==> src/fys_pkg.sv <==
// fys_pkg: shared widths, constants and the controller/datapath command and status types
// for the card shuffler; no dependencies
package fys_pkg;

    localparam int CARD_W = 8;
    localparam int POS_W  = 7;
    localparam int DIV_W  = 8;

    localparam logic [CARD_W-1:0] DECK_SIZE_RESET = 8'd102;

    typedef struct packed {
        logic clr_step;
        logic load_in;
        logic div1_start;
        logic div2_start;
        logic j_load;
        logic rd_i;
        logic rd_j;
        logic a_load;
        logic swap_wr;
        logic wr_i;
        logic emit1;
        logic rd_l;
        logic ldat;
        logic emit2;
    } fys_cmd_t;

    typedef struct packed {
        logic clr_done;
        logic div_done;
        logic out_free;
        logic is_last;
    } fys_sts_t;

endpackage

==> src/fys_divider.sv <==
// fys_divider: iterative unsigned restoring divider, one quotient bit per cycle
// depends on fys_pkg
module fys_divider import fys_pkg::*; (
    input  logic             aclk,
    input  logic             aresetn,
    input  logic             start,
    input  logic [DIV_W-1:0] dividend,
    input  logic [DIV_W-1:0] divisor,
    output logic             done,
    output logic [DIV_W-1:0] quotient
);

    localparam int CNT_W = $clog2(DIV_W);

    logic             busy_reg, busy_next;
    logic             done_reg, done_next;
    logic [CNT_W-1:0] cnt_reg, cnt_next;
    logic [DIV_W-1:0] rem_reg, rem_next;
    logic [DIV_W-1:0] quo_reg, quo_next;
    logic [DIV_W-1:0] div_reg, div_next;
    logic [DIV_W:0]   rem_shift;
    logic [DIV_W+1:0] diff;
    logic             sel;

    assign rem_shift = {rem_reg, quo_reg[DIV_W-1]};
    assign diff      = {1'b0, rem_shift} - {2'b00, div_reg};
    assign sel       = ~diff[DIV_W+1];

    always_comb begin
        busy_next = busy_reg;
        done_next = done_reg;
        cnt_next  = cnt_reg;
        rem_next  = rem_reg;
        quo_next  = quo_reg;
        div_next  = div_reg;
        if (start) begin
            busy_next = 1'b1;
            done_next = 1'b0;
            cnt_next  = '0;
            rem_next  = '0;
            quo_next  = dividend;
            div_next  = divisor;
        end else if (busy_reg) begin
            rem_next = sel ? diff[DIV_W-1:0] : rem_shift[DIV_W-1:0];
            quo_next = {quo_reg[DIV_W-2:0], sel};
            cnt_next = cnt_reg + 1'b1;
            if (cnt_reg == CNT_W'(DIV_W - 1)) begin
                busy_next = 1'b0;
                done_next = 1'b1;
            end
        end
    end

    always_ff @(posedge aclk) begin
        if (!aresetn) begin
            busy_reg <= 1'b0;
            done_reg <= 1'b0;
            cnt_reg  <= '0;
        end else begin
            busy_reg <= busy_next;
            done_reg <= done_next;
            cnt_reg  <= cnt_next;
        end
        rem_reg <= rem_next;
        quo_reg <= quo_next;
        div_reg <= div_next;
    end

    assign done     = done_reg;
    assign quotient = quo_reg;

endmodule

==> src/fys_datapath.sv <==
// fys_datapath: deck memory, step and draw registers, shared divider and output register
// depends on fys_pkg and fys_divider
module fys_datapath import fys_pkg::*; #(
    parameter int MAX_CARDS = 128
) (
    input  logic              aclk,
    input  logic              aresetn,
    input  fys_cmd_t          cmd,
    output fys_sts_t          sts,
    input  logic              cfg_valid,
    input  logic [CARD_W-1:0] cfg_deck_size,
    input  logic [CARD_W-1:0] s_random_value,
    input  logic              m_ready,
    output logic              m_valid,
    output logic [POS_W-1:0]  m_position,
    output logic [POS_W-1:0]  m_card,
    output logic              m_last_of_shuffle
);

    localparam int AW    = $clog2(MAX_CARDS);
    localparam int IDX_W = (AW > CARD_W) ? AW : CARD_W;

    function automatic logic [AW-1:0] to_addr(input logic [CARD_W-1:0] x);
        logic [IDX_W-1:0] ext;
        ext = IDX_W'(x);
        return ext[AW-1:0];
    endfunction

    logic [CARD_W-1:0] deck [MAX_CARDS];

    logic [CARD_W-1:0] size_reg;
    logic [CARD_W-1:0] step_reg, step_next;
    logic [CARD_W-1:0] r_reg;
    logic [CARD_W-1:0] j_reg;
    logic [CARD_W-1:0] a_reg;
    logic [CARD_W-1:0] b_reg;
    logic [CARD_W-1:0] l_reg;
    logic [CARD_W-1:0] rd_data_reg;
    logic [AW-1:0]     clr_cnt_reg, clr_cnt_next;

    logic              m_valid_reg, m_valid_next;
    logic [POS_W-1:0]  m_position_reg;
    logic [POS_W-1:0]  m_card_reg;
    logic              m_last_reg;

    logic [CARD_W-1:0] n_cards;
    logic [CARD_W-1:0] n_minus1;
    logic [CARD_W-1:0] r_clamped;
    logic [CARD_W:0]   j_sum;
    logic [CARD_W-1:0] j_next;

    logic              div_start;
    logic [DIV_W-1:0]  div_dividend;
    logic [DIV_W-1:0]  div_divisor;
    logic              div_done;
    logic [DIV_W-1:0]  div_quo;

    logic              we;
    logic [AW-1:0]     waddr;
    logic [CARD_W-1:0] wdata;
    logic              re;
    logic [AW-1:0]     raddr;

    // active card count, clamped to 2..MAX_CARDS
    always_comb begin
        if (size_reg < CARD_W'(2)) begin
            n_cards = CARD_W'(2);
        end else if (int'(size_reg) > MAX_CARDS) begin
            n_cards = CARD_W'(MAX_CARDS);
        end else begin
            n_cards = size_reg;
        end
    end

    assign n_minus1  = n_cards - 1'b1;
    assign r_clamped = (s_random_value > n_cards) ? n_cards : s_random_value;

    // divider shared by both divisions
    assign div_start    = cmd.div1_start | cmd.div2_start;
    assign div_dividend = cmd.div2_start ? r_reg : n_cards;
    assign div_divisor  = cmd.div2_start ? (div_quo + 1'b1) : (n_cards - step_reg);

    fys_divider u_div (
        .aclk     (aclk),
        .aresetn  (aresetn),
        .start    (div_start),
        .dividend (div_dividend),
        .divisor  (div_divisor),
        .done     (div_done),
        .quotient (div_quo)
    );

    assign j_sum  = {1'b0, step_reg} + {1'b0, div_quo};
    assign j_next = (j_sum >= {1'b0, n_cards}) ? n_minus1 : j_sum[CARD_W-1:0];

    // memory port selection
    always_comb begin
        we    = 1'b0;
        waddr = '0;
        wdata = '0;
        if (cmd.clr_step) begin
            we    = 1'b1;
            waddr = clr_cnt_reg;
            wdata = CARD_W'(clr_cnt_reg);
        end else if (cmd.swap_wr) begin
            we    = 1'b1;
            waddr = to_addr(j_reg);
            wdata = a_reg;
        end else if (cmd.wr_i) begin
            // fixed entry returns to identity for the next shuffle
            we    = 1'b1;
            waddr = to_addr(step_reg);
            wdata = step_reg;
        end else if (cmd.ldat) begin
            we    = 1'b1;
            waddr = to_addr(n_minus1);
            wdata = n_minus1;
        end
    end

    always_comb begin
        re    = cmd.rd_i | cmd.rd_j | cmd.rd_l;
        raddr = to_addr(step_reg);
        if (cmd.rd_j) begin
            raddr = to_addr(j_reg);
        end else if (cmd.rd_l) begin
            raddr = to_addr(n_minus1);
        end
    end

    always_ff @(posedge aclk) begin
        if (we) begin
            deck[waddr] <= wdata;
        end
        if (re) begin
            rd_data_reg <= deck[raddr];
        end
    end

    always_comb begin
        clr_cnt_next = clr_cnt_reg;
        if (cfg_valid) begin
            clr_cnt_next = '0;
        end else if (cmd.clr_step) begin
            clr_cnt_next = clr_cnt_reg + 1'b1;
        end
    end

    always_comb begin
        step_next = step_reg;
        if (cfg_valid) begin
            step_next = '0;
        end else if (cmd.emit2) begin
            step_next = '0;
        end else if (cmd.emit1 && !sts.is_last) begin
            step_next = step_reg + 1'b1;
        end
    end

    always_comb begin
        m_valid_next = m_valid_reg;
        if (cmd.emit1 || cmd.emit2) begin
            m_valid_next = 1'b1;
        end else if (m_ready) begin
            m_valid_next = 1'b0;
        end
    end

    always_ff @(posedge aclk) begin
        if (!aresetn) begin
            size_reg    <= DECK_SIZE_RESET;
            step_reg    <= '0;
            clr_cnt_reg <= '0;
            m_valid_reg <= 1'b0;
        end else begin
            if (cfg_valid) begin
                size_reg <= cfg_deck_size;
            end
            step_reg    <= step_next;
            clr_cnt_reg <= clr_cnt_next;
            m_valid_reg <= m_valid_next;
        end
        if (cmd.load_in) begin
            r_reg <= r_clamped;
        end
        if (cmd.j_load) begin
            j_reg <= j_next;
        end
        if (cmd.a_load) begin
            a_reg <= rd_data_reg;
        end
        if (cmd.swap_wr) begin
            b_reg <= rd_data_reg;
        end
        if (cmd.ldat) begin
            l_reg <= rd_data_reg;
        end
        if (cmd.emit1) begin
            m_position_reg <= step_reg[POS_W-1:0];
            m_card_reg     <= b_reg[POS_W-1:0];
            m_last_reg     <= 1'b0;
        end else if (cmd.emit2) begin
            m_position_reg <= n_minus1[POS_W-1:0];
            m_card_reg     <= l_reg[POS_W-1:0];
            m_last_reg     <= 1'b1;
        end
    end

    assign sts.clr_done = (clr_cnt_reg == AW'(MAX_CARDS - 1));
    assign sts.div_done = div_done;
    assign sts.out_free = ~m_valid_reg | m_ready;
    assign sts.is_last  = (step_reg == (n_cards - CARD_W'(2)));

    assign m_valid           = m_valid_reg;
    assign m_position        = m_position_reg;
    assign m_card            = m_card_reg;
    assign m_last_of_shuffle = m_last_reg;

endmodule

==> src/fys_ctrl.sv <==
// fys_ctrl: sequencing state machine for clearing, the two divisions, the swap and the beats out
// depends on fys_pkg
module fys_ctrl import fys_pkg::*; (
    input  logic     aclk,
    input  logic     aresetn,
    input  logic     s_valid,
    output logic     s_ready,
    input  logic     cfg_valid,
    input  fys_sts_t sts,
    output fys_cmd_t cmd
);

    localparam logic [3:0] ST_CLEAR = 4'd0;
    localparam logic [3:0] ST_IDLE  = 4'd1;
    localparam logic [3:0] ST_DIV1  = 4'd2;
    localparam logic [3:0] ST_DIV2  = 4'd3;
    localparam logic [3:0] ST_RDI   = 4'd4;
    localparam logic [3:0] ST_RDJ   = 4'd5;
    localparam logic [3:0] ST_SWP   = 4'd6;
    localparam logic [3:0] ST_WRI   = 4'd7;
    localparam logic [3:0] ST_EMIT1 = 4'd8;
    localparam logic [3:0] ST_RDL   = 4'd9;
    localparam logic [3:0] ST_LDAT  = 4'd10;
    localparam logic [3:0] ST_EMIT2 = 4'd11;

    logic [3:0] state_reg, state_next;

    always_comb begin
        state_next = state_reg;
        cmd        = '0;
        s_ready    = 1'b0;
        case (state_reg)
            ST_CLEAR: begin
                cmd.clr_step = 1'b1;
                if (sts.clr_done) begin
                    state_next = ST_IDLE;
                end
            end
            ST_IDLE: begin
                s_ready = 1'b1;
                if (s_valid) begin
                    cmd.load_in    = 1'b1;
                    cmd.div1_start = 1'b1;
                    state_next     = ST_DIV1;
                end
            end
            ST_DIV1: begin
                if (sts.div_done) begin
                    cmd.div2_start = 1'b1;
                    state_next     = ST_DIV2;
                end
            end
            ST_DIV2: begin
                if (sts.div_done) begin
                    cmd.j_load = 1'b1;
                    state_next = ST_RDI;
                end
            end
            ST_RDI: begin
                cmd.rd_i   = 1'b1;
                state_next = ST_RDJ;
            end
            ST_RDJ: begin
                cmd.rd_j   = 1'b1;
                cmd.a_load = 1'b1;
                state_next = ST_SWP;
            end
            ST_SWP: begin
                cmd.swap_wr = 1'b1;
                state_next  = ST_WRI;
            end
            ST_WRI: begin
                cmd.wr_i   = 1'b1;
                state_next = ST_EMIT1;
            end
            ST_EMIT1: begin
                if (sts.out_free) begin
                    cmd.emit1  = 1'b1;
                    state_next = sts.is_last ? ST_RDL : ST_IDLE;
                end
            end
            ST_RDL: begin
                cmd.rd_l   = 1'b1;
                state_next = ST_LDAT;
            end
            ST_LDAT: begin
                cmd.ldat   = 1'b1;
                state_next = ST_EMIT2;
            end
            ST_EMIT2: begin
                if (sts.out_free) begin
                    cmd.emit2  = 1'b1;
                    state_next = ST_IDLE;
                end
            end
            default: begin
                state_next = ST_CLEAR;
            end
        endcase
        // a new deck size restarts the identity sweep
        if (cfg_valid) begin
            state_next = ST_CLEAR;
        end
    end

    always_ff @(posedge aclk) begin
        if (!aresetn) begin
            state_reg <= ST_CLEAR;
        end else begin
            state_reg <= state_next;
        end
    end

endmodule

==> src/fisher_yates_shuffle_core.sv <==
// fisher_yates_shuffle_core: card shuffler, one deck position fixed per random draw
// depends on fys_pkg, fys_ctrl and fys_datapath
//
// Usage:
//   cfg channel: one beat writes deck_size (clamped to 2..MAX_CARDS); cfg_ready is always
//   high. Each write refills the deck with the identity and restarts the shuffle at
//   position 0, by a sweep over all MAX_CARDS entries during which s_ready is low.
//   s channel: one beat per random draw, values above the deck size are saturated.
//   m channel: one beat per draw giving the fixed position and its card; the draw for
//   the second-to-last position gives a second beat for the last position with
//   m_last_of_shuffle high, after which the next shuffle starts from the identity.
//   Timing: each draw runs two 8-bit divisions on one shared divider (one quotient
//   bit per cycle), then the read/write swap on the deck memory, before s_ready
//   returns; the final draw of a shuffle also reads and emits the last position.
//   A stalled receiver holds the result in the output register; the next draw is
//   still accepted and the block waits only when it has a new result to hand over.
//   Reset: synchronous active-low aresetn sets deck_size to 102 and runs the sweep.
module fisher_yates_shuffle_core import fys_pkg::*; #(
    parameter int MAX_CARDS = 128
) (
    input  logic              aclk,
    input  logic              aresetn,
    input  logic              cfg_valid,
    output logic              cfg_ready,
    input  logic [CARD_W-1:0] cfg_deck_size,
    input  logic              s_valid,
    output logic              s_ready,
    input  logic [CARD_W-1:0] s_random_value,
    output logic              m_valid,
    input  logic              m_ready,
    output logic [POS_W-1:0]  m_position,
    output logic [POS_W-1:0]  m_card,
    output logic              m_last_of_shuffle
);

    fys_cmd_t cmd;
    fys_sts_t sts;

    assign cfg_ready = 1'b1;

    fys_ctrl u_ctrl (
        .aclk      (aclk),
        .aresetn   (aresetn),
        .s_valid   (s_valid),
        .s_ready   (s_ready),
        .cfg_valid (cfg_valid),
        .sts       (sts),
        .cmd       (cmd)
    );

    fys_datapath #(
        .MAX_CARDS (MAX_CARDS)
    ) u_dp (
        .aclk              (aclk),
        .aresetn           (aresetn),
        .cmd               (cmd),
        .sts               (sts),
        .cfg_valid         (cfg_valid),
        .cfg_deck_size     (cfg_deck_size),
        .s_random_value    (s_random_value),
        .m_ready           (m_ready),
        .m_valid           (m_valid),
        .m_position        (m_position),
        .m_card            (m_card),
        .m_last_of_shuffle (m_last_of_shuffle)
    );

endmodule

==> config.mk <==
export PLATFORM = sky130hd
export DESIGN_NAME = fisher_yates_shuffle_core
export DESIGN_NICKNAME = d
export VERILOG_FILES = /design/src/fys_pkg.sv /design/src/fys_divider.sv /design/src/fys_datapath.sv /design/src/fys_ctrl.sv /design/src/fisher_yates_shuffle_core.sv
export SDC_FILE = /design/constraint.sdc
export NUM_CORES = 2
export LEC_CHECK = 0
export BUFFER_PORTS_ARGS = -buffer_cell sky130_fd_sc_hd__buf_4
export CORE_UTILIZATION = 40
export DETAILED_ROUTE_END_ITERATION = 7
export HOLD_SLACK_MARGIN = 0.15
export PLACE_DENSITY = 0.63
export SYNTH_ARGS = -nofsm -noshare
export SYNTH_HDL_FRONTEND = slang
export SYNTH_SLANG_ARGS = --single-unit
==> constraint.sdc <==
create_clock -name aclk -period 9.9 [get_ports aclk]
set_clock_uncertainty 0.1 [all_clocks]
set_input_delay 0.495 -clock aclk [delete_from_list [all_inputs] [get_ports aclk]]
set_output_delay 0.495 -clock aclk [all_outputs]
set_load 0.01 [all_outputs]
# --- Word level (Yosys, flattened, before mapping) ---
# Memory sizes are Yosys's and may differ from the RTL's. A register that Yosys moved wholly into a read port is not among the register bits.
# Index checks and enable logic that the tools add are counted.
op_classes:
  muxes: 58
  n_bitwise: 7
  reduce_logical: 12
  order_cmp: 4
  eq_ne: 20
  add_sub_neg: 9
ops:
  columns: ["op", "count"]
  rows:
  - ["two-way mux 8 bit", 12]
  - ["two-way mux 7 bit", 11]
  - ["case mux 4 bit (12 select lines)", 1]
  - ["two-way mux 4 bit", 7]
  - ["two-way mux 1 bit", 24]
  - ["adder 8 x 1 -> 8 bit, second input constant", 2]
  - ["equality test 4 x 3 -> 1 bit, second input constant", 4]
  - ["equality test 4 bit, second input constant", 4]
  - ["subtractor 9 x 8 -> 10 bit", 1]
  - ["adder 8 x 8 -> 9 bit", 1]
  - [">= comparator 9 x 8 -> 1 bit", 1]
  - ["equality test 4 x 2 -> 1 bit, second input constant", 2]
  - ["equality test 8 bit", 1]
  - ["greater-than comparator 8 bit", 1]
  - ["greater-than comparator 8 bit, second input constant", 1]
  - ["< comparator 8 x 2 -> 1 bit, second input constant", 1]
  - ["inequality test 2 bit, second input constant", 4]
  - ["subtractor 8 x 1 -> 8 bit, second input constant", 1]
  - ["subtractor 8 x 2 -> 8 bit, second input constant", 1]
  - ["subtractor 8 bit", 1]
  - ["adder 7 x 1 -> 7 bit, second input constant", 1]
  - ["equality test 7 bit, second input constant", 1]
  - ["two-way mux 2 bit", 3]
  - ["AND reduction 6 bit", 1]
  - ["other kinds (14)", 23]
totals:
  elab_cells: 130
  n_memories: 1
  ram_bits: 1024
  input_bits: 21
  output_inout_bits: 18
  register_bits: 109
mem_list:
  columns: ["memory", "depth", "word_bits", "read_ports", "rd_clocked_by_memory_dff", "write_ports", "line_no", "source"]
  rows:
  - ["u_dp.deck", 128, 8, 1, 1, 1, "fys_datapath.sv:29", "logic [CARD_W-1:0] deck [MAX_CARDS];"]

# --- Longest topological paths before layout ---
depth:
  depth_word: 8
  ltp_mapped: 18
  ltp_nobuf: 15

# --- By module ---
# Synthesis repeated with hierarchy kept, for this count alone.
unflattened:
  hier_cells: 3328
  hier_area_um2: 43596.8
modules_own_cells:
  columns: ["module", "n_inst", "cells_each", "area_per_inst_um2", "seq_area_each_um2"]
  rows:
  - ["fys_datapath", 1, 3123, 41588.6, 29117.9]
  - ["fys_divider", 1, 138, 1529.0, 740.7]
  - ["fys_ctrl", 1, 65, 467.9, 80.1]
  - ["fisher_yates_shuffle_core", 1, 2, 11.3, 0.0]

# --- Worst setup path before layout ---
# OpenSTA, ideal clock, no wires.
synth_path:
  path_type: "register -> register"
  from: "register u_dp.size_reg[3]"
  to: "memory u_dp.deck[0][1] (data pin)"
  synth_period_minus_slack_ps: 8201
  arrival_time_ps: 6904
  n_path_buf: 1
  t_required_ps: 8603
  path_stages_with_launch: 9
  setup_slack_ps: 1699
  setup_time_ps: 1197
  cell_sequence: "dfxtp_1 > buf_2 > nor4_4 > and2_1 > o21ai_0 > ha_1 > nor2_1 > a211oi_1 > o21ai_0"
synth_via:
  elab_chain_cells: 8
  word_cells_on_any_way: 9
  cone_classes: "1 x add/sub; 2 x order compare; 6 x mux"
synth_rtl:
  columns: ["element", "line_no", "source"]
  rows:
  - ["from (decl)", "fys_datapath.sv:31", "logic [CARD_W-1:0] size_reg;"]
  - ["from (signal assigned)", "fys_datapath.sv:177", "size_reg <= cfg_deck_size;"]
  - ["greater-than comparator 8 bit", "fys_datapath.sv:68", "end else if (int'(size_reg) > MAX_CARDS) begin"]
  - ["two-way mux 8 bit", "fys_datapath.sv:68", null]
  - ["two-way mux 8 bit (*)", "fys_datapath.sv:66", "if (size_reg < CARD_W'(2)) begin"]
  - ["subtractor 8 x 1 -> 8 bit (*)", "fys_datapath.sv:75", "assign n_minus1 = n_cards - 1'b1;"]
  - ["two-way mux 8 bit (*)", "fys_datapath.sv:114", "end else if (cmd.ldat) begin"]
  - ["two-way mux 8 bit (*)", "fys_datapath.sv:109", "end else if (cmd.wr_i) begin"]
  - ["two-way mux 8 bit (*)", "fys_datapath.sv:105", "end else if (cmd.swap_wr) begin"]
  - ["two-way mux 8 bit (*)", "fys_datapath.sv:101", "if (cmd.clr_step) begin"]
  - ["net u_dp.wdata[1]", "fys_datapath.sv:60", "logic [CARD_W-1:0] wdata;"]
  - ["to (decl)", "fys_datapath.sv:29", null]
# The timed path passes the listed nets; every way through them passes the cells marked *.

# --- Final worst setup path ---
layout_path:
  from: "register u_ctrl.state_reg[0]"
  to: "register u_dp.rd_data_reg[6], read port of u_dp.deck (data pin)"
layout_via:
  elab_chain_cells: 4
  word_cells_on_any_way: 10
  cone_classes: "3 x eq/ne; 5 x mux; 2 x bitwise"
layout_rtl:
  columns: ["element", "line_no", "source"]
  rows:
  - ["from (decl)", "fys_ctrl.sv:26", "logic [3:0] state_reg, state_next;"]
  - ["from (signal assigned)", "fys_ctrl.sv:110", "state_reg <= state_next;"]
  - ["equality test 4 bit or equality test 4 x 3 -> 1 bit (tied branches)", "fys_ctrl.sv:32", "case (state_reg)"]
  - ["two-way mux 1 bit or two-way mux 2 bit (tied branches)", "fys_ctrl.sv:32", null]
  - ["two-way mux 7 bit or OR 1 bit (tied branches)", "fys_datapath.sv:126, fys_datapath.sv:122", null]
  - ["two-way mux 7 bit or OR 1 bit (tied branches)", "fys_datapath.sv:124, fys_datapath.sv:122", null]
  - ["to (decl)", "fys_datapath.sv:38", "logic [CARD_W-1:0] rd_data_reg;"]
# Parallel ways exist; a longest one is shown, timed or not.
# A chain may end at the register's enable or synchronous reset.

==> summary.md <==
| Metric | Value |
|---|---|
| Sink Count | roughly 1000 |
| Clock Path Buffers | 3 |
| Met1 Use GR | 0.285 |
| Max H-tree Level | 3 |
| Netlist Area Pre-Place | about 43000 µm² |
| Synth warnings | 0 |
| Post-cts sizing count | 0 |
| CORE AREA | approximately 110000 µm² |
| Via density | approximately 5.7 |
| Grt met2 use | 0.341 |
| Worst path slowest cell | dfxtp_1 |
| Gr ovfl total | 0 |
| Post-CTS Setup Bufs | 0 |
| Switching Share | 0.202 |
| Global-route wire length before repair | between 150000 and 200000 µm |
| Comb power frac | 0.024 |
| WL per Instance | between 20 and 25 µm |
| GRT Total Usage | 0.210 |
| Dominant cell type by area after synthesis | edfxtp_1 |
| Internal power | 6970 µW |
| Placed Cells | between 4000 and 5000 |
| Worst skew pair latency | approximately 0.67 ns |
| Max Cap Viol | 0 |
| Top FF cell, synth | edfxtp_1 |
| Final hold violation count | 0 |
| Netlist cell types | 86 |
| Req. time, crit path | 10.30 ns |
| Port-buffer cells | 37 |
| Critical Path AT | roughly 6.6 ns |
| Max Clock Freq | between 150 and 200 MHz |
| Busiest layer in global routing | met2 |
| Final WL | 116000 µm |
| Die span in x | 330 µm |
| Initial antenna violation count | 0 |
| Final core occ | 0.454 |
| Initial core utilization | 0.406 |
| Max_slew headroom | 0.0968 |
| Floorplan die area | 109000 µm² |
| Critical path type | register to register |
| Fin worst setup slack | around 3.7 ns |
| Number of cells produced by synthesis | approximately 3300 |
| Fin crit share | 0.629 |
| Drt pass-1 iters | 8 |
| CP top delay family | compound AO/OA/AOI/OAI gates |
| Worst path buffer plus inverter count | 3 |
| Syn Nets | 3384 |
| CTS Buf Count | 101 |
| Layout cells sized above 1 | 0.0932 |
| Clock power share | 0.442 |
| Row cnt | approximately 120 |
| Clk pin slew, worst setup/hold paths | 0.06 ns |
| Starting DRT DRC Count | between 2000 and 3000 |
| Clk root buf | clkbuf_16 |
| Status | finished clean |
| Startpoint Class | register |
| Non-Filler Instances | between 4000 and 5000 |
| Final Critical Period | roughly 6.2 ns |
| Fin Setup TNS | 0 ns |
| Avg Cell Area, Syn | 13.0 µm² |
| Critical path peak fanout | around 130 |
| Vias in the first global route | 26100 |
| Unrepaired setup endpoints after global routing | false |
| Post-detail-place hpwl | between 70000 and 80000 µm |
| Routing usage on met3 | 0.0429 |
| Number of flops mapped to enable cells by yosys | 969 |
| Largest net degree at the start of global routing | about 130 |
| Die Height | about 330 µm |
| Leak | about 0.016 µW |
| Hold crit path type | input port to register |
| Drt drc | 0 |
| CP Capture Type | register |
| Reg with most FFs | u_dp.deck |
| Max reg flops | around 900 |
| Post-route ant nets | 0 |
| Layout Nets | roughly 3400 |
| Final-report setup violation count | 0 |
| Worst VDD drop | ~0.15 mV |
| Asr flop ratio synth | 0 |
| Register bit total from synthesis | 1011 |
| Final Max Slew Viols | 0 |
| Power density cells | between 150 and 200 nW/µm² |
| Switch Pwr | 1760 µW |
| Ports | 39 |
| Pre-CTS setup slack | about 3.8 ns |
| Area grow syn2layout | 11.7% |
| Crit-path cells | nand4bb_4 -> inv_2 -> and2_1 -> o21bai_4 -> buf_12 -> buf_4 -> a21oi_1 -> a32oi_1 -> a22oi_1 -> a41oi_1 -> nand4_1 -> o211ai_1 |
| CTS tree | done |
| Synth top area cells | edfxtp_1, nand2_1, nand3_1, nor2_1, dfxtp_1 |
| Seq/Total Area, Yosys | 0.695 |
| Flop pwr share | 0.534 |
| GPL Wtd Cong | just under 0.9 |
| Via count | between 20000 and 30000 |
| Share of the synthesized area in the top cell type | 0.676 |
| Least-Margin Pin Slew | about 1.4 ns |
| Worst path max stage delay | roughly 0.9 ns |
==> layout by cell type, fill, tap and decap left out, types with 12 or more instances in the layout <==
cell	count
o211ai_1	12
ha_1	47
dlygate4sd3_1	27
and3_1	38
edfxtp_1	969
a22oi_1	16
a221oi_1	15
a311oi_1	15
bufinv_16	13
clkinv_1	19
a32oi_1	43
a21o_1	15
and2_0	20
nand2_1	723
nand4_1	40
xnor2_1	27
o22ai_1	20
a31oi_1	44
a211oi_1	46
nor3_1	20
mux4_2	28
o21ai_0	74
and2_1	16
inv_1	43
clkinv_2	22
xor2_1	15
mux2i_1	67
nand2b_1	14
nand3_1	214
clkbuf_16	102
a21oi_1	82
dfxtp_1	42
nor2b_1	20
nor2_1	240
buf_4	80
clkbuf_1	18
==> what timing repair did <==
action | 4_1_cts | 5_1_grt
hold buffers | 27 | 0
hold endpoints to repair | 22 | 0
setup endpoints to repair | 0 | 0
==> synthesized netlist by cell type, types with 21 or more instances <==
cell,number
edfxtp_1,969
nand2_1,727
nor2_1,241
nand3_1,214
buf_2,91
a21oi_1,82
o21ai_0,75
mux2i_1,67
ha_1,47
a211oi_1,46
a31oi_1,44
a32oi_1,43
clkbuf_1,43
inv_1,43
dfxtp_1,42
nand4_1,40
and3_1,38
buf_4,30
mux4_2,28
xnor2_1,27
nor3_1,22
a21o_1,21
==> power by group through the flow <==
stage	clock [µW]	sequential [µW]	combinational [µW]
floorplan	0	4750	138
global placement	0	4760	198
detailed placement	0	4760	200
CTS	3900	4660	210
global route	4050	4660	233
finish	3860	4660	211
==> layer usage <==
| metal | part of all wire | vias up |
|---|---|---|
| li1 | - | 12400 |
| met3 | 0.084 | 204 |
| met1 | 0.41 | 13700 |
| met2 | 0.47 | 1169 |
| met5 | 0 | - |
| met4 | 0.030 | 0 |
==> through the flow <==
step / hold WS [ns] / total power (µW) / area [µm²]
2_1_floorplan: 0.340 / 4890 / 43100
3_3_place_gp: 0.382 / 4950 / 44500
4_1_cts: 0.165 / 8770 / 48100
5_1_grt: 0.199 / 8950 / 48100
3_5_place_dp: 0.398 / 4960 / 44500
6_report: 0.183 / 8730 / 48100
==> layout make-up <==
type                       instances  area [µm²]
sequential                      1011       29900
clock inverter                    60         657
timing repair buffer             110         931
fill                            9494       57900
multi-input combinational       2072       12000
tap                             1391        1740
inverter                          47         176
clock buffer                     122        2650
antenna                            1        2.50
==> final timing paths <==
kind                             from             endpoint  slack (ns)  depth (start not counted)
hold reg to reg         u_dp.b_reg[4]       u_dp.m_card[4]        0.40                          2
setup / recovery  u_ctrl.state_reg[0]  u_dp.rd_data_reg[6]        3.67                         12
setup reg to reg  u_ctrl.state_reg[0]  u_dp.rd_data_reg[6]        3.67                         12
hold / removal                s_valid  u_ctrl.state_reg[1]        0.18                          3
==> worst register-to-register path, stage by stage (launching register included) <==
cell and delay, ns:
dfxtp_1 0.88, nand4bb_4 0.26, inv_2 0.40, and2_1 0.41, o21bai_4 0.43, buf_12 0.48, buf_4 1.00, a21oi_1 0.12
a32oi_1 0.37, a22oi_1 0.24, a41oi_1 0.70, nand4_1 0.44, o211ai_1 0.24
==> logic make-up after synthesis <==
| logic type | count (synthesis) | synth area share |
|---|---|---|
| simple gates | 1406 | 0.144 |
| buf+inv | 230 | 0.0282 |
| mux | 102 | 0.0321 |
| compound gates | 470 | 0.0760 |
| other cells | 1 | 0.0000871 |
| flops | 1011 | 0.695 |
| xor+xnor | 43 | 0.00892 |
| fa+ha+maj | 50 | 0.0151 |
(Power assumes the default switching activity.)
